**src/rtl/core/cst_pkg.sv**
```systemverilog
`timescale 1ns / 1ps
// cst_pkg: shared types, codes and constants for the CSV stream tokenizer.
// No dependencies; imported by every module in rtl/core.
package cst_pkg;

    // Input item kinds
    localparam logic KIND_DATA = 1'b0;
    localparam logic KIND_EOS  = 1'b1;

    // Result event codes
    localparam logic [1:0] EV_BYTE = 2'd0;
    localparam logic [1:0] EV_CELL = 2'd1;
    localparam logic [1:0] EV_ROW  = 2'd2;
    localparam logic [1:0] EV_SUM  = 2'd3;

    // Operation codes passed from front to back
    localparam logic [1:0] OP_BYTE = 2'd0;
    localparam logic [1:0] OP_CELL = 2'd1;
    localparam logic [1:0] OP_ROW  = 2'd2;
    localparam logic [1:0] OP_EOS  = 2'd3;

    // Delimiter characters
    localparam logic [7:0] CH_QUOTE = 8'h22;
    localparam logic [7:0] CH_COMMA = 8'h2C;
    localparam logic [7:0] CH_CR    = 8'h0D;
    localparam logic [7:0] CH_LF    = 8'h0A;

    // Defaults for the top-level parameters
    localparam int unsigned DEF_MAX_COLUMNS = 1024;
    localparam int unsigned DEF_MAX_ROWS    = 65535;

    // Depth of the operation queue between front and back (power of two)
    localparam int unsigned OPQ_DEPTH = 4;

    typedef struct packed {
        logic       kind;
        logic [7:0] byte_value;
    } t_in_item;

    typedef struct packed {
        logic [1:0]  event_res;
        logic [7:0]  cell_byte;
        logic [10:0] column_index;
        logic [15:0] row_index;
        logic [10:0] max_columns;
        logic        ragged;
        logic        last;
    } t_res_item;

    typedef struct packed {
        logic [1:0] code;
        logic [7:0] data;
    } t_op;

endpackage

```
**src/rtl/core/cst_front.sv**
```systemverilog
`timescale 1ns / 1ps
// cst_front: accepts input items and classifies bytes against the quote state.
// Depends on cst_pkg; pushes operations into cst_fifo.
module cst_front
    import cst_pkg::*;
(
    input  logic     i_clk,
    input  logic     i_rst_n,
    input  logic     i_valid,
    output logic     o_ready,
    input  t_in_item i_item,
    input  logic     i_full,
    output logic     o_push,
    output t_op      o_op
);

    logic r_inq, r_qs, r_skip;
    logic n_inq, n_qs, n_skip;
    logic accept;
    logic gen;
    t_op  op;
    logic inq_eff;

    assign o_ready = !i_full;
    assign accept  = i_valid && !i_full;

    always_comb begin
        n_inq   = r_inq;
        n_qs    = r_qs;
        n_skip  = r_skip;
        gen     = 1'b0;
        op.code = OP_BYTE;
        op.data = i_item.byte_value;
        inq_eff = r_inq;
        if (i_item.kind == KIND_EOS) begin
            gen     = 1'b1;
            op.code = OP_EOS;
            n_inq   = 1'b0;
            n_qs    = 1'b0;
            n_skip  = 1'b0;
        end else if (r_skip && i_item.byte_value == CH_LF) begin
            // LF of a CRLF pair: swallowed
            n_skip = 1'b0;
        end else begin
            n_skip = 1'b0;
            if (r_qs && i_item.byte_value == CH_QUOTE) begin
                // doubled quote: literal quote byte, still quoted
                n_qs    = 1'b0;
                gen     = 1'b1;
                op.code = OP_BYTE;
            end else begin
                if (r_qs) begin
                    n_qs    = 1'b0;
                    inq_eff = 1'b0;
                    n_inq   = 1'b0;
                end
                if (inq_eff) begin
                    if (i_item.byte_value == CH_QUOTE) begin
                        n_qs = 1'b1;
                    end else begin
                        gen     = 1'b1;
                        op.code = OP_BYTE;
                    end
                end else begin
                    case (i_item.byte_value)
                        CH_QUOTE: begin
                            n_inq = 1'b1;
                        end
                        CH_COMMA: begin
                            gen     = 1'b1;
                            op.code = OP_CELL;
                        end
                        CH_CR: begin
                            gen     = 1'b1;
                            op.code = OP_ROW;
                            n_skip  = 1'b1;
                        end
                        CH_LF: begin
                            gen     = 1'b1;
                            op.code = OP_ROW;
                        end
                        default: begin
                            gen     = 1'b1;
                            op.code = OP_BYTE;
                        end
                    endcase
                end
            end
        end
    end

    assign o_push = accept && gen;
    assign o_op   = op;

    always_ff @(posedge i_clk) begin
        if (!i_rst_n) begin
            r_inq  <= 1'b0;
            r_qs   <= 1'b0;
            r_skip <= 1'b0;
        end else if (accept) begin
            r_inq  <= n_inq;
            r_qs   <= n_qs;
            r_skip <= n_skip;
        end
    end

endmodule

```
**src/rtl/core/cst_fifo.sv**
```systemverilog
`timescale 1ns / 1ps
// cst_fifo: short operation queue between the front and back parts.
// Depends on cst_pkg for t_op and OPQ_DEPTH.
module cst_fifo
    import cst_pkg::*;
(
    input  logic i_clk,
    input  logic i_rst_n,
    input  logic i_push,
    input  t_op  i_op,
    output logic o_full,
    output logic o_valid,
    output t_op  o_op,
    input  logic i_pop
);

    localparam int unsigned PTR_W = $clog2(OPQ_DEPTH);
    localparam int unsigned CNT_W = $clog2(OPQ_DEPTH + 1);

    t_op              r_mem [OPQ_DEPTH];
    logic [PTR_W-1:0] r_wr, r_rd;
    logic [CNT_W-1:0] r_cnt;

    assign o_full  = (r_cnt == CNT_W'(OPQ_DEPTH));
    assign o_valid = (r_cnt != '0);
    assign o_op    = r_mem[r_rd];

    always_ff @(posedge i_clk) begin
        if (i_push) begin
            r_mem[r_wr] <= i_op;
        end
    end

    always_ff @(posedge i_clk) begin
        if (!i_rst_n) begin
            r_wr  <= '0;
            r_rd  <= '0;
            r_cnt <= '0;
        end else begin
            if (i_push) begin
                r_wr <= r_wr + 1'b1;
            end
            if (i_pop) begin
                r_rd <= r_rd + 1'b1;
            end
            case ({i_push, i_pop})
                2'b10:   r_cnt <= r_cnt + 1'b1;
                2'b01:   r_cnt <= r_cnt - 1'b1;
                default: r_cnt <= r_cnt;
            endcase
        end
    end

    a_no_overflow: assert property (@(posedge i_clk) disable iff (!i_rst_n)
        o_full |-> !i_push)
        else $error("op queue written while full");
    a_no_underflow: assert property (@(posedge i_clk) disable iff (!i_rst_n)
        i_pop |-> o_valid)
        else $error("op queue read while empty");

endmodule

```
**src/rtl/core/cst_back.sv**
```systemverilog
`timescale 1ns / 1ps
// cst_back: carries out queued operations, keeps row and column counts and
// width metrics, and drives the registered result item. Depends on cst_pkg.
module cst_back
    import cst_pkg::*;
#(
    parameter int unsigned MAX_COLUMNS = DEF_MAX_COLUMNS,
    parameter int unsigned MAX_ROWS    = DEF_MAX_ROWS
) (
    input  logic      i_clk,
    input  logic      i_rst_n,
    input  logic      i_header,
    input  logic      i_op_valid,
    input  t_op       i_op,
    output logic      o_pop,
    output logic      o_res_valid,
    input  logic      i_res_ready,
    output t_res_item o_res_item
);

    localparam int unsigned COL_W = $clog2(MAX_COLUMNS + 1);
    localparam int unsigned ROW_W = $clog2(64'(MAX_ROWS) + 64'd1);
    localparam logic [COL_W-1:0] COL_MAX = COL_W'(MAX_COLUMNS);
    localparam logic [ROW_W-1:0] ROW_MAX = ROW_W'(MAX_ROWS);

    logic [COL_W-1:0] r_cells, n_cells;
    logic [ROW_W-1:0] r_rows, n_rows;
    logic [COL_W-1:0] r_first, n_first;
    logic [COL_W-1:0] r_widest, n_widest;
    logic             r_mis, n_mis;
    logic             r_ref, n_ref;
    logic             r_has, n_has;
    logic             r_eos_pend, n_eos_pend;
    logic             r_out_valid, n_out_valid;
    t_res_item        r_out, n_out;

    logic             load_ok;
    logic [COL_W-1:0] row_w;
    logic             counted;
    logic [COL_W-1:0] row_widest, row_first;
    logic             row_mis;
    logic [ROW_W-1:0] rows_inc;

    function automatic t_res_item mk_res(
        input logic [1:0]       ev,
        input logic [7:0]       b,
        input logic [COL_W-1:0] col,
        input logic [ROW_W-1:0] row,
        input logic [COL_W-1:0] wmax,
        input logic             rag,
        input logic             lst
    );
        t_res_item r;
        r.event_res    = ev;
        r.cell_byte    = b;
        r.column_index = 11'(col);
        r.row_index    = 16'(row);
        r.max_columns  = 11'(wmax);
        r.ragged       = rag;
        r.last         = lst;
        return r;
    endfunction

    // Row-end metrics, worked out from the current state
    always_comb begin
        row_w      = (r_cells == COL_MAX) ? r_cells : r_cells + 1'b1;
        counted    = !(i_header && r_rows == '0);
        row_widest = r_widest;
        row_first  = r_first;
        row_mis    = r_mis;
        if (counted) begin
            if (row_w > r_widest) begin
                row_widest = row_w;
            end
            if (!r_ref) begin
                row_first = row_w;
            end else if (row_w != r_first) begin
                row_mis = 1'b1;
            end
        end
        rows_inc = (r_rows < ROW_MAX) ? r_rows + 1'b1 : r_rows;
    end

    always_comb begin
        load_ok     = !r_out_valid || i_res_ready;
        o_pop       = i_op_valid && load_ok && !r_eos_pend;
        n_cells     = r_cells;
        n_rows      = r_rows;
        n_first     = r_first;
        n_widest    = r_widest;
        n_mis       = r_mis;
        n_ref       = r_ref;
        n_has       = r_has;
        n_eos_pend  = r_eos_pend;
        n_out_valid = r_out_valid && !i_res_ready;
        n_out       = r_out;

        if (r_eos_pend && load_ok) begin
            // summary after a flushed row, then back to a fresh stream
            n_out_valid = 1'b1;
            n_out       = mk_res(EV_SUM, 8'd0, '0, r_rows, r_widest, r_mis, 1'b1);
            n_eos_pend  = 1'b0;
            n_cells     = '0;
            n_rows      = '0;
            n_first     = '0;
            n_widest    = '0;
            n_mis       = 1'b0;
            n_ref       = 1'b0;
            n_has       = 1'b0;
        end else if (o_pop) begin
            n_out_valid = 1'b1;
            case (i_op.code)
                OP_BYTE: begin
                    n_out = mk_res(EV_BYTE, i_op.data, r_cells, r_rows, r_widest,
                                   r_mis, 1'b1);
                    n_has = 1'b1;
                end
                OP_CELL: begin
                    n_out   = mk_res(EV_CELL, 8'd0, r_cells, r_rows, r_widest,
                                     r_mis, 1'b1);
                    n_cells = (r_cells < COL_MAX) ? r_cells + 1'b1 : r_cells;
                    n_has   = 1'b0;
                end
                OP_ROW: begin
                    n_out    = mk_res(EV_ROW, 8'd0, row_w, r_rows, row_widest,
                                      row_mis, 1'b1);
                    n_widest = row_widest;
                    n_first  = row_first;
                    n_mis    = row_mis;
                    n_ref    = r_ref || counted;
                    n_rows   = rows_inc;
                    n_cells  = '0;
                    n_has    = 1'b0;
                end
                OP_EOS: begin
                    if (r_has || r_cells != '0) begin
                        // flush the open row now, summary once the output register can be reloaded
                        n_out      = mk_res(EV_ROW, 8'd0, row_w, r_rows, row_widest,
                                            row_mis, 1'b0);
                        n_widest   = row_widest;
                        n_first    = row_first;
                        n_mis      = row_mis;
                        n_ref      = r_ref || counted;
                        n_rows     = rows_inc;
                        n_cells    = '0;
                        n_has      = 1'b0;
                        n_eos_pend = 1'b1;
                    end else begin
                        n_out    = mk_res(EV_SUM, 8'd0, '0, r_rows, r_widest, r_mis,
                                          1'b1);
                        n_cells  = '0;
                        n_rows   = '0;
                        n_first  = '0;
                        n_widest = '0;
                        n_mis    = 1'b0;
                        n_ref    = 1'b0;
                        n_has    = 1'b0;
                    end
                end
                default: begin
                    n_out = r_out;
                end
            endcase
        end
    end

    always_ff @(posedge i_clk) begin
        if (!i_rst_n) begin
            r_cells     <= '0;
            r_rows      <= '0;
            r_first     <= '0;
            r_widest    <= '0;
            r_mis       <= 1'b0;
            r_ref       <= 1'b0;
            r_has       <= 1'b0;
            r_eos_pend  <= 1'b0;
            r_out_valid <= 1'b0;
        end else begin
            r_cells     <= n_cells;
            r_rows      <= n_rows;
            r_first     <= n_first;
            r_widest    <= n_widest;
            r_mis       <= n_mis;
            r_ref       <= n_ref;
            r_has       <= n_has;
            r_eos_pend  <= n_eos_pend;
            r_out_valid <= n_out_valid;
        end
    end

    always_ff @(posedge i_clk) begin
        r_out <= n_out;
    end

    assign o_res_valid = r_out_valid;
    assign o_res_item  = r_out;

    a_pend_has_out: assert property (@(posedge i_clk) disable iff (!i_rst_n)
        r_eos_pend |-> r_out_valid)
        else $error("summary pending without a flushed row in the output");
    a_sum_is_last: assert property (@(posedge i_clk) disable iff (!i_rst_n)
        (r_out_valid && r_out.event_res == EV_SUM) |-> r_out.last)
        else $error("summary not marked last");
    a_cells_sat: assert property (@(posedge i_clk) disable iff (!i_rst_n)
        r_cells <= COL_MAX)
        else $error("cell count beyond saturation limit");
    a_no_pop_pend: assert property (@(posedge i_clk) disable iff (!i_rst_n)
        r_eos_pend |-> !o_pop)
        else $error("op taken while summary pending");

endmodule

```
**src/rtl/core/csv_stream_tokenizer.sv**
```systemverilog
`timescale 1ns / 1ps
// csv_stream_tokenizer: streaming RFC 4180 style CSV tokenizer.
// Path: an input item is registered in the op queue, then in the output register.
// Throughput: 1 item per cycle while the op queue has room; an end-of-stream item
// that flushes an open row gives a row end, then a summary, in the back part.
// Reset: i_rst_n synchronous, active low; clears quote state, counts, metrics,
// the op queue and the header_first_row register.
//
// Depends on cst_pkg, cst_front, cst_fifo and cst_back.
module csv_stream_tokenizer
    import cst_pkg::*;
#(
    parameter int unsigned MAX_COLUMNS = DEF_MAX_COLUMNS,
    parameter int unsigned MAX_ROWS    = DEF_MAX_ROWS
) (
    input  logic      i_clk,
    input  logic      i_rst_n,
    // input items: data bytes and end-of-stream markers
    input  logic      i_in_valid,
    output logic      o_in_ready,
    input  t_in_item  i_in_item,
    // result items
    output logic      o_res_valid,
    input  logic      i_res_ready,
    output t_res_item o_res_item,
    // configuration: header_first_row
    input  logic      i_cfg_valid,
    output logic      o_cfg_ready,
    input  logic      i_cfg_data
);

    // Header row register. The user must write it only while the block is idle
    // (the block does not enforce this), so the back part can read it directly.
    logic r_header;

    // front -> queue -> back
    logic q_push, q_full, q_valid, q_pop;
    t_op  q_in_op, q_out_op;

    assign o_cfg_ready = 1'b1;

    always_ff @(posedge i_clk) begin
        if (!i_rst_n) begin
            r_header <= 1'b0;
        end else if (i_cfg_valid) begin
            r_header <= i_cfg_data;
        end
    end

    // Front: quote, doubled-quote and CRLF tracking. One item per cycle
    // whenever the queue has room; bytes that make no event push nothing.
    cst_front u_front (
        .i_clk   (i_clk),
        .i_rst_n (i_rst_n),
        .i_valid (i_in_valid),
        .o_ready (o_in_ready),
        .i_item  (i_in_item),
        .i_full  (q_full),
        .o_push  (q_push),
        .o_op    (q_in_op)
    );

    // Short queue so a stalled consumer does not stall the byte stream at once.
    cst_fifo u_fifo (
        .i_clk   (i_clk),
        .i_rst_n (i_rst_n),
        .i_push  (q_push),
        .i_op    (q_in_op),
        .o_full  (q_full),
        .o_valid (q_valid),
        .o_op    (q_out_op),
        .i_pop   (q_pop)
    );

    // Back: cell/row counts, width metrics and the output register. The
    // output register is reloaded in the same cycle it is emptied.
    cst_back #(
        .MAX_COLUMNS (MAX_COLUMNS),
        .MAX_ROWS    (MAX_ROWS)
    ) u_back (
        .i_clk       (i_clk),
        .i_rst_n     (i_rst_n),
        .i_header    (r_header),
        .i_op_valid  (q_valid),
        .i_op        (q_out_op),
        .o_pop       (q_pop),
        .o_res_valid (o_res_valid),
        .i_res_ready (i_res_ready),
        .o_res_item  (o_res_item)
    );

endmodule
```
**config.mk**
```make
export PLATFORM = sky130hd
export DESIGN_NAME = csv_stream_tokenizer
export DESIGN_NICKNAME = d
export VERILOG_FILES = /design/src/rtl/core/cst_pkg.sv /design/src/rtl/core/cst_front.sv /design/src/rtl/core/cst_fifo.sv /design/src/rtl/core/cst_back.sv /design/src/rtl/core/csv_stream_tokenizer.sv
export SDC_FILE = /design/constraint.sdc
export NUM_CORES = 1
export LEC_CHECK = 0
export BUFFER_PORTS_ARGS = -buffer_cell sky130_fd_sc_hd__buf_2
export CORE_MARGIN = 5
export CORE_UTILIZATION = 45
export DETAILED_ROUTE_END_ITERATION = 6
export GPL_ROUTABILITY_DRIVEN = 0
export SYNTH_ARGS = -nofsm -noshare
export SYNTH_HDL_FRONTEND = slang
export SYNTH_SLANG_ARGS = --single-unit
```
**constraint.sdc**
```tcl
create_clock -name i_clk -period 4.75 [get_ports i_clk]
set_input_delay 0.2375 -clock i_clk [delete_from_list [all_inputs] [get_ports i_clk]]
set_output_delay 0.2375 -clock i_clk [all_outputs]
set_load 0.1 [all_outputs]
```
==> impl_metrics.csv, run 1 <==
group,metric,value,unit
route,wl_met2,7594,µm
finish,final_common_cell,"dfxtp_1",
worst_setup_path,cp-start-kind,"register",
synth,syn_inst,710,
timing,min_period,3.842,ns
route,dr_wl_met3,1043,µm
timing,setup_viol,0,
finish,final_util,51.50,%
finish,final_nets,800,
clock_tree,cts.sinks,157,
clock_tree,cts_root_buf,"clkbuf_16",
global_route,grt_pass1_wl,27750,µm
timing,min_period_over_period,80.89,%
worst_setup_path,end_kind,"register",
global_route,grt_max_degree,43,
floorplan,boundaryPins,68,
route,dr.first_iter.drc_count,492,
route,vias,5470,
clock_tree,numCtsBuffers,17,
clock_tree,path_clk_slew,0.06,ns
global_route,antenna_found_initial,0,
global_route,grt.total_usage,17.62,%
worst_setup_path,path_class,"register to register",
synth,syn_area,7535,µm²
timing,slew_viol_final,0,
synth,synth_area_leaders,"edfxtp_1 (27%), dfxtp_1 (24%), nor2_1 (3.3%)",
timing,rsz0062_at_grt,"false",
synth,yosysUniqueCellTypes,82,
synth,async_flop_share,0,%
timing,fmax,260.3,MHz
route,post_drt_via_cell_ratio,5.486,
route,top_layer_used,"met4",
worst_setup_path,ff2ff_setup_slack,0.91,ns
finish,final_cell_mix,"dfxtp_1 (89), edfxtp_1 (68), nor2_1 (67), buf_2 (66), nand2_1 (46)",
route,wl_per_cell,16.75,µm
floorplan,row_count,47,
clock_tree,clk_latency,0.42,ns
floorplan,initial_core_util,45.60,%
global_route,grt_pass1_vias,5403,
status,outcome,"completed",
clock_tree,post_cts_resized,0,
timing,fin_worst_skew,0.01139,ns
worst_setup_path,r2r-end,"u_back.o_res_item[5]$_DFFE_PP_",
worst_setup_path,crit_path_max_fanout,10,
clock_tree,cts_setup_buffers,0,
timing,fin_setup_tns,0,ns
floorplan,die_w,139.4,µm
finish,drive_gt1_share,17.12,%
power,p_leak,3.180,nW
power,power.density,716.0,nW/µm²
global_route,grt_overflow,0,
route,drcViolationCount,0,
route,routedLengthMet1,7738,µm
synth,yosysTopAreaCell,"edfxtp_1",
synth,yosysTopAreaCellShare,27.10,%
clock_tree,cts.path.max_buffers,2,
floorplan,die_h,139.4,µm
placement,place_hpwl,11910,µm
timing,relSlewSlack,27.09,%
timing,finalHoldViolations,0,
synth,synth_edf_count,68,
synth,syn_nets,746,
worst_setup_path,r2r-start,"u_back.r_cells[0]$_SDFFE_PP0P_",
route,totalWireLength,16700,µm
power,ir_worst_vdd,0.0004194,V
synth,ys.flop_type,"dfxtp_1",
worst_setup_path,worstPathArrival,4.01,ns
worst_setup_path,crit_end,"u_back.o_res_item[5]$_DFFE_PP_",
placement,numPortBuffers,66,
finish,diodes,0,
hold_path,min_path_type,"primary input to register",
flow_run,drv_cap,0,
clock_tree,htreeDepth,4,
floorplan,core,16520,µm²
worst_setup_path,cp.required,4.91,ns
route,final_antenna_net_count,0,
finish,multi_input_area,3347,µm²
worst_setup_path,crit_path_start,"u_back.r_cells[0]$_SDFFE_PP0P_",
synth,ys_warn_count,0,
synth,ys_seq_elements,157,
synth,syn_area_per_cell,10.61,µm²
hold_path,holdPathStages,1,
clock_tree,cts_tree,"built",
synth,ys_seq_area_share,50.75,%
finish,nFillCells,1498,
worst_setup_path,r2r_cells,13,
floorplan,dieArea,19430,µm²
finish,area_growth,12.95,%
finish,register_area,3824,µm²
route,detail_route.first_pass.iterations,5,
clock_tree,cts_hold_buf,0,
timing,tightest_slew,1.094,ns
## flip-flops by register name (all words and copies together), names as in the netlist, named ones only
| register | count |
|---|---|
| u_back.o_res_item | 50 |
| u_fifo.r_mem | 40 |
| u_back.r_rows | 16 |
| u_back.r_cells | 11 |
| u_back.r_first | 11 |
| u_back.r_widest | 11 |
| u_fifo.r_cnt | 3 |
| u_fifo.r_rd | 2 |
| u_fifo.r_wr | 2 |
| r_header | 1 |
| u_back.o_res_valid | 1 |
| u_back.r_eos_pend | 1 |
| u_back.r_has | 1 |
| u_back.r_mis | 1 |
| u_back.r_ref | 1 |
| u_front.r_inq | 1 |
| u_front.r_qs | 1 |
| u_front.r_skip | 1 |
## critical path, cell delays in order (launching register included)
cell	delay, ns
dfxtp_1	0.36
inv_1	0.21
ha_1	0.18
nor2b_1	0.32
nand4_4	0.23
a21oi_1	0.44
inv_1	0.12
ha_1	0.30
nor2b_1	0.15
o211ai_1	0.11
a211oi_1	0.37
o31a_1	0.41
o21bai_4	0.16
a32o_1	0.23
## where the power goes
group | switching [W] | internal (W) | total [W] | leakage, nW
Clock | 0.000543 | 0.000683 | 0.00123 | 0.262
Combinational | 0.00229 | 0.000625 | 0.00292 | 1.55
Sequential | 0.000183 | 0.00177 | 0.00195 | 1.37
## stage by stage
stage | area [µm²] | total power (W) | hold slack [ns] | std cells | setup slack [ns]
after floorplan | 7535 | 0.004401 | 0.3364 | 710 | 1.445
after global placement | 7975 | 0.004855 | 0.4318 | 965 | 1.253
after detailed placement | 7975 | 0.004903 | 0.4475 | 965 | 1.015
after CTS | 8511 | 0.006141 | 0.05269 | 997 | 0.9585
after global routing | 8511 | 0.006410 | 0.06069 | 997 | 0.5952
final | 8511 | 0.006094 | 0.07894 | 997 | 0.9078
## synth_stat cells, drive strengths merged, types with 7 or more instances
master	instances
mux4	10
a211oi	13
a21oi	37
nor3	13
nand2	48
xnor2	18
o21ai	31
ha	20
xor2	13
nand3	19
o2bb2ai	20
and2	31
nor2b	10
a221oi	7
dfxtp	89
buf	21
nor2	68
clkbuf	14
or3	9
edfxtp	68
nand4	16
inv	45
## layer usage
metal | vias to the layer above | global-route usage, %
li1 | 2686 | -
met3 | 25 | 3.808
met5 | - | 0
met2 | 163 | 27.56
met1 | 2596 | 24.26
met4 | 0 | 6.282
## kinds of logic after synthesis
| family | count (synthesis) | synth area share [%] |
|---|---|---|
| AND/OR/NAND/NOR | 253 | 18.13 |
| flip-flops | 157 | 50.75 |
| AO/OA/AOI/OAI | 150 | 14.46 |
| buffers and inverters | 80 | 4.832 |
| XOR/XNOR | 32 | 4.002 |
| adder cells (fa/ha/maj) | 21 | 3.587 |
| multiplexers | 16 | 4.185 |
| other | 1 | 0.04977 |
## how the worst min path moves through the flow
stage | from | end | slack [ns]
finish | i_in_item[3] | u_fifo.r_mem[3][3]$_DFFE_PP_ | 0.08
global route | i_in_item[7] | u_fifo.r_mem[0][7]$_DFFE_PP_ | 0.06
CTS | i_in_item[1] | u_fifo.r_mem[1][1]$_DFFE_PP_ | 0.05
detailed placement | u_back.o_res_item[42]$_SDFFE_PP0P_ | u_back.o_res_item[42]$_SDFFE_PP0P_ | 0.45
global placement | u_back.o_res_item[43]$_SDFFE_PP0P_ | u_back.o_res_item[43]$_SDFFE_PP0P_ | 0.43
floorplan | i_in_item[0] | u_fifo.r_mem[0][0]$_DFFE_PP_ | 0.34
## area by class of cell
| cell class | instances | share of cell area, % |
|---|---|---|
| clock buffers | 19 | 5.204 |
| clock inverters | 13 | 1.088 |
| inverters | 45 | 1.985 |
| multi-input cells | 473 | 39.33 |
| flip-flops and latches | 157 | 44.93 |
| well taps | 220 | 3.234 |
| repair buffers | 70 | 4.234 |
(Power assumes the default switching activity.)
==> run 2: changes to the inputs <==
--- a/config.mk
+++ b/config.mk
@@ -10,6 +10,7 @@
 export CORE_UTILIZATION = 45
 export DETAILED_ROUTE_END_ITERATION = 6
 export GPL_ROUTABILITY_DRIVEN = 0
+export PLACE_DENSITY = 0.66
 export SYNTH_ARGS = -nofsm -noshare
 export SYNTH_HDL_FRONTEND = slang
 export SYNTH_SLANG_ARGS = --single-unit
==> constraint.sdc (replaced) <==
create_clock -name i_clk -period 3.2 [get_ports i_clk]
set_input_delay 0.16 -clock i_clk [delete_from_list [all_inputs] [get_ports i_clk]]
set_output_delay 0.16 -clock i_clk [all_outputs]
set_load 0.1 [all_outputs]
==> impl_metrics.csv, run 2 (synthesis gave the netlist of run 1 again) <==
group,metric,value,unit
flow_run,drv_cap,0,
timing,relSlewSlack,60.81,%
power,p_clk_share,21.9,%
power,pwr-share-comb,48.3,%
timing,fmax,323.4,MHz
timing,tightest_slew,0.5817,ns
floorplan,die_h,139.4,µm
placement,numPortBuffers,66,
timing,finalHoldViolations,0,
hold_path,min_path_type,"primary input to register",
clock_tree,cts.sinks,157,
global_route,grt.total_usage,18.31,%
clock_tree,cts_root_buf,"clkbuf_16",
clock_tree,path_clk_slew,0.07,ns
floorplan,die_w,139.4,µm
floorplan,core,16520,µm²
clock_tree,cts_tree,"built",
power,power.switching,0.004641,W
timing,min_period_over_period,96.63,%
worst_setup_path,cp-start-kind,"register",
timing,min_period,3.092,ns
worst_setup_path,end_kind,"register",
status,outcome,"completed",
route,totalWireLength,17670,µm
finish,final_nets,852,
finish,diodes,0,
clock_tree,htreeDepth,4,
floorplan,row_count,47,
power,seq_power_share,29.8,%
route,wl_per_cell,16.84,µm
route,detail_route.first_pass.iterations,5,
finish,final_cell_mix,"dfxtp_1 (87), edfxtp_1 (68), nor2_1 (66), buf_2 (66)",
worst_setup_path,path_class,"register to register",
worst_setup_path,worstPathArrival,3.26,ns
power,p_leak,3.488,nW
finish,fin_cells,1049,
finish,final_common_cell,"dfxtp_1",
placement,pre_cts_ws,-0.02993,ns
power,p_sw_share,48.08,%
timing,whs,0.02415,ns
timing,slew_viol_final,0,
placement,dpl.cell_count,1004,
clock_tree,clk_latency,0.42,ns
worst_setup_path,crit_path_max_fanout,6,
finish,largest_reg_flops,50,
route,dr.first_iter.drc_count,432,
route,drcViolationCount,0,
power,power.density,1062,nW/µm²
clock_tree,numCtsBuffers,17,
power,ir_worst_vdd,0.0008566,V
floorplan,dieArea,19430,µm²
power,p_int,0.005012,W
placement,place_hpwl,12590,µm
route,final_antenna_net_count,0,
floorplan,boundaryPins,68,
timing,setup_viol,0,
floorplan,initial_core_util,45.60,%
global_route,grt_pass1_vias,5708,
finish,area_growth,20.62,%
worst_setup_path,cp.required,3.37,ns
route,post_drt_via_cell_ratio,5.514,
timing,fin_worst_skew,0.01042,ns
timing,timing.final.ws_setup,0.1077,ns
global_route,grt_max_degree,32,
global_route,grt_pass1_wl,28920,µm
finish,drive_gt1_share,23.16,%
global_route,antenna_found_initial,0,
global_route,grt_overflow,0,
finish,final_util,55.00,%
power,power,0.009654,W
clock_tree,cts.path.max_buffers,2,
route,vias,5784,
[run 2: what timing repair did]
action	4_1_cts	5_1_grt
endpoints found under the setup margin	10	20
cloned	0	1
gates resized for setup	1	12
setup buffers	1	2
hold endpoints to repair	31	0
hold buffers	9	0
pin swaps	1	4
[run 2: critical path, cell delays in order (launching register included)]
cell	delay [ns]
dfxtp_1	0.38
nor4_4	0.41
nand4_4	0.20
nor2_2	0.19
a21oi_4	0.05
inv_1	0.07
ha_1	0.23
nor2b_1	0.14
o211ai_1	0.19
a211oi_2	0.11
o31a_2	0.44
buf_4	0.17
a32o_1	0.25
[run 2: routing by layer]
layer,track usage (%),part of all wire (%)
met5,0,0
met3,4.666,5.2
met2,30.28,49
met4,6.694,2.0
met1,23.31,44
[run 2: area by class of cell]
| type | count | area, µm² |
|---|---|---|
| fill | 1407 | 7436 |
| sequential | 157 | 3826 |
| multi-input combinational | 474 | 3408 |
| timing repair buffer | 121 | 778.2 |
| clock buffer | 17 | 425.4 |
| tap | 220 | 275.3 |
| clock inverter | 15 | 206.4 |
| inverter | 45 | 168.9 |
[run 2: final timing paths]
| check | cells past startpoint | slack [ns] | end | from |
|---|---|---|---|---|
| hold / removal | 3 | 0.02 | r_header$_SDFFE_PN0P_ | i_cfg_valid |
| hold reg to reg | 2 | 0.46 | u_back.o_res_item[43]$_SDFFE_PP0P_ | u_back.o_res_item[43]$_SDFFE_PP0P_ |
| setup reg to reg | 12 | 0.11 | u_back.o_res_item[2]$_DFFE_PP_ | u_back.r_cells[6]$_SDFFE_PP0P_ |
| setup / recovery | 12 | 0.11 | u_back.o_res_item[2]$_DFFE_PP_ | u_back.r_cells[6]$_SDFFE_PP0P_ |
[run 2: power by group through the flow]
| stage | clock network, W | logic, W | registers (W) |
|---|---|---|---|
| floorplan | 0 | 0.00182 | 0.00472 |
| global placement | 0 | 0.00446 | 0.00290 |
| detailed placement | 0 | 0.00452 | 0.00291 |
| CTS | 0.00216 | 0.00457 | 0.00288 |
| global route | 0.00224 | 0.00493 | 0.00293 |
| finish | 0.00212 | 0.00466 | 0.00287 |
[run 2: metrics by stage]
step,TNS (ns),instance area [µm²]
after detailed placement,-0.08034,8289
final,0,9089
after CTS,0,9021
after floorplan,0,7545
after global placement,0,8289
after global routing,-0.04637,9089
==> run 3: changes to the inputs <==
--- a/config.mk
+++ b/config.mk
@@ -5,12 +5,14 @@
 export SDC_FILE = /design/constraint.sdc
 export NUM_CORES = 1
 export LEC_CHECK = 0
+export ABC_AREA = 1
 export BUFFER_PORTS_ARGS = -buffer_cell sky130_fd_sc_hd__buf_2
 export CORE_MARGIN = 5
 export CORE_UTILIZATION = 45
 export DETAILED_ROUTE_END_ITERATION = 6
 export GPL_ROUTABILITY_DRIVEN = 0
 export PLACE_DENSITY = 0.66
+export SLEW_MARGIN = 20
 export SYNTH_ARGS = -nofsm -noshare
 export SYNTH_HDL_FRONTEND = slang
 export SYNTH_SLANG_ARGS = --single-unit
==> impl_metrics.csv, run 3 <==
group,metric,value,unit
status,outcome,"completed",
clock_tree,cts_setup_buffers,0,
global_route,grt_pass1_vias,5573,
power,ir_worst_vdd,0.0006566,V
finish,largest_reg_flops,50,
floorplan,initial_core_util,45.93,%
finish,nFillCells,1486,
floorplan,core,15940,µm²
clock_tree,clk_latency,0.43,ns
synth,yosysUniqueCellTypes,50,
route,detail_route.first_pass.iterations,5,
synth,ys_seq_elements,157,
power,power.density,1029,nW/µm²
synth,ys_warn_count,0,
timing,fin_setup_tns,0,ns
route,totalWireLength,16920,µm
route,drcViolationCount,0,
clock_tree,path_clk_slew,0.06,ns
worst_setup_path,worstPathArrival,3.01,ns
hold_path,min_path_type,"primary input to register",
finish,area_growth,18.93,%
worst_setup_path,cp.required,3.36,ns
global_route,grt_overflow,0,
floorplan,boundaryPins,68,
worst_setup_path,r2r_cells,18,
global_route,antenna_found_initial,0,
timing,tightest_slew,0.5852,ns
floorplan,die_w,137.6,µm
finish,diodes,0,
finish,final_util,54.62,%
worst_setup_path,ff2ff_setup_slack,0.35,ns
power,p_leak,3.571,nW
power,power,0.008963,W
floorplan,row_count,46,
worst_setup_path,r2r-end,"u_back.o_res_item[11]$_DFFE_PP_",
placement,place_hpwl,11990,µm
finish,final_nets,985,
worst_setup_path,crit_end,"u_back.o_res_item[11]$_DFFE_PP_",
clock_tree,cts.sinks,157,
worst_setup_path,end_kind,"register",
global_route,grt_max_degree,28,
route,post_drt_via_cell_ratio,5.085,
clock_tree,numCtsBuffers,17,
timing,min_period,2.853,ns
clock_tree,cts_tree,"built",
synth,ys.flop_type,"dfxtp_1",
clock_tree,cts.path.max_buffers,2,
timing,setup_viol,0,
synth,syn_area,7322,µm²
finish,drive_gt1_share,16.63,%
synth,yosysTopAreaCell,"edfxtp_1",
worst_setup_path,cp-start-kind,"register",
worst_setup_path,path_class,"register to register",
finish,register_area,3825,µm²
route,wl_per_cell,14.36,µm
global_route,grt.total_usage,18.97,%
route,final_antenna_net_count,0,
synth,syn_area_per_cell,8.564,µm²
timing,finalHoldViolations,0,
synth,async_flop_share,0,%
timing,rsz0062_at_grt,"false",
floorplan,die_h,137.6,µm
timing,min_period_over_period,89.16,%
synth,synth_common_cells,"nand2_1 (171), inv_1 (99), nor2_1 (92)",
finish,final_cell_mix,"nand2_1 (171), inv_1 (99), nor2_1 (92), dfxtp_1 (88), edfxtp_1 (68)",
timing,fin_worst_skew,0.009441,ns
synth,synth_area_leaders,"edfxtp_1 (28%), dfxtp_1 (24%), nand2_1 (8.8%)",
placement,numPortBuffers,66,
synth,yosysTopAreaCellShare,27.89,%
timing,fmax,350.5,MHz
route,vias,5990,
timing,slew_viol_final,0,
finish,multi_input_area,2983,µm²
floorplan,dieArea,18920,µm²
flow_run,drv_cap,0,
worst_setup_path,crit_path_max_fanout,10,
timing,relSlewSlack,60.84,%
synth,ys_seq_area_share,52.22,%
global_route,grt_pass1_wl,27890,µm
synth,syn_inst,855,
synth,synth_edf_count,68,
clock_tree,htreeDepth,4,
worst_setup_path,crit_path_start,"u_back.r_cells[1]$_SDFFE_PP0P_",
worst_setup_path,r2r-start,"u_back.r_cells[1]$_SDFFE_PP0P_",
clock_tree,cts_root_buf,"clkbuf_16",
route,dr.first_iter.drc_count,482,
synth,post-synth-top-count-cell,"nand2_1",
finish,final_common_cell,"nand2_1",
synth,syn_nets,891,
run 3: cell count changes after synthesis, moves of 10 or more:
cell / change
nand2_1: +125
o21ai_0: +38
xor2_1: -10
o22ai_1: +22
o21ai_1: +12
xnor2_1: -17
inv_1: +55
and2_1: -30
a21oi_1: +18
o2bb2ai_1: -20
nand3_1: +18
nor2_1: +25
run 3: cell type report:
type                            instances  area share (%)
Timing Repair Buffer                   98           6.983
Clock buffer                           18           4.928
Clock inverter                         14           2.069
Inverter                              110           4.741
Tap cell                              216           3.103
Multi-Input combinational cell        565           34.25
Sequential cell                       157           43.92
run 3: report_power, final:
group	switching, W	total [W]	internal [W]
logic	0.00329	0.00409	0.000799
registers	0.000190	0.00278	0.00259
clock network	0.000850	0.00209	0.00124
total	0.00433	0.00896	0.00463
run 3: logic make-up after synthesis:
group | Yosys count | share of synthesized area (%)
AO/OA/AOI/OAI | 191 | 14.80
XOR/XNOR | 4 | 0.6836
adder cells (fa/ha/maj) | 21 | 3.691
buffers and inverters | 134 | 7.416
flip-flops | 157 | 52.22
other | 1 | 0.05122
AND/OR/NAND/NOR | 347 | 21.14
run 3: worst min path at each step:
stage	from	end	slack (ns)	cells past startpoint
after floorplan	i_cfg_valid	r_header$_SDFFE_PN0P_	0.25	1
after global routing	i_rst_n	u_fifo.r_wr[1]$_SDFFE_PN0P_	0.07	3
final	i_in_valid	u_front.r_skip$_SDFFE_PN0P_	0.03	4
after detailed placement	i_cfg_valid	r_header$_SDFFE_PN0P_	0.36	2
after global placement	i_cfg_valid	r_header$_SDFFE_PN0P_	0.35	2
after CTS	i_in_valid	u_front.r_skip$_SDFFE_PN0P_	0.02	4
run 3: through the flow:
| stage | instance area [µm²] | hold WS (ns) | setup slack (ns) | std cells |
|---|---|---|---|---|
| floorplan | 7322 | 0.2535 | 0.3205 | 855 |
| global placement | 7970 | 0.3503 | 0.2275 | 1135 |
| finish | 8708 | 0.02759 | 0.3468 | 1178 |
| detailed placement | 7970 | 0.3559 | 0.08952 | 1135 |
| CTS | 8680 | 0.02481 | 0.07752 | 1177 |
| global route | 8708 | 0.06872 | 0.01057 | 1178 |
run 3: per-layer routing:
layer  global-route usage, %  vias up  wire length [µm]
li1                        -     3076                 -
met4                   6.652        0               241
met1                   26.94     2742              8268
met5                       0        -                 0
met2                   28.61      154              7502
met3                   4.127       18               907
run 3: timing repair:
item                                    4_1_cts  5_1_grt
gates resized for setup                       0        4
hold buffers                                 10        0
hold endpoints to repair                     33        0
endpoints found under the setup margin        0       21
run 3: worst max-delay path: stages (launching register included):
cell and delay (ns):
dfxtp_1 0.38, ha_1 0.18, nand2_1 0.08, inv_1 0.11, nand3_2 0.12, inv_1 0.10, nand2_1 0.05, nand2_1 0.10
nand2_1 0.14, ha_1 0.33, nand2_1 0.08, nor2_1 0.15, nand3_1 0.10, nand3_2 0.15, nand3_4 0.16, nand2_1 0.11
o21ai_0 0.08, nand2_1 0.07, o21ai_0 0.08
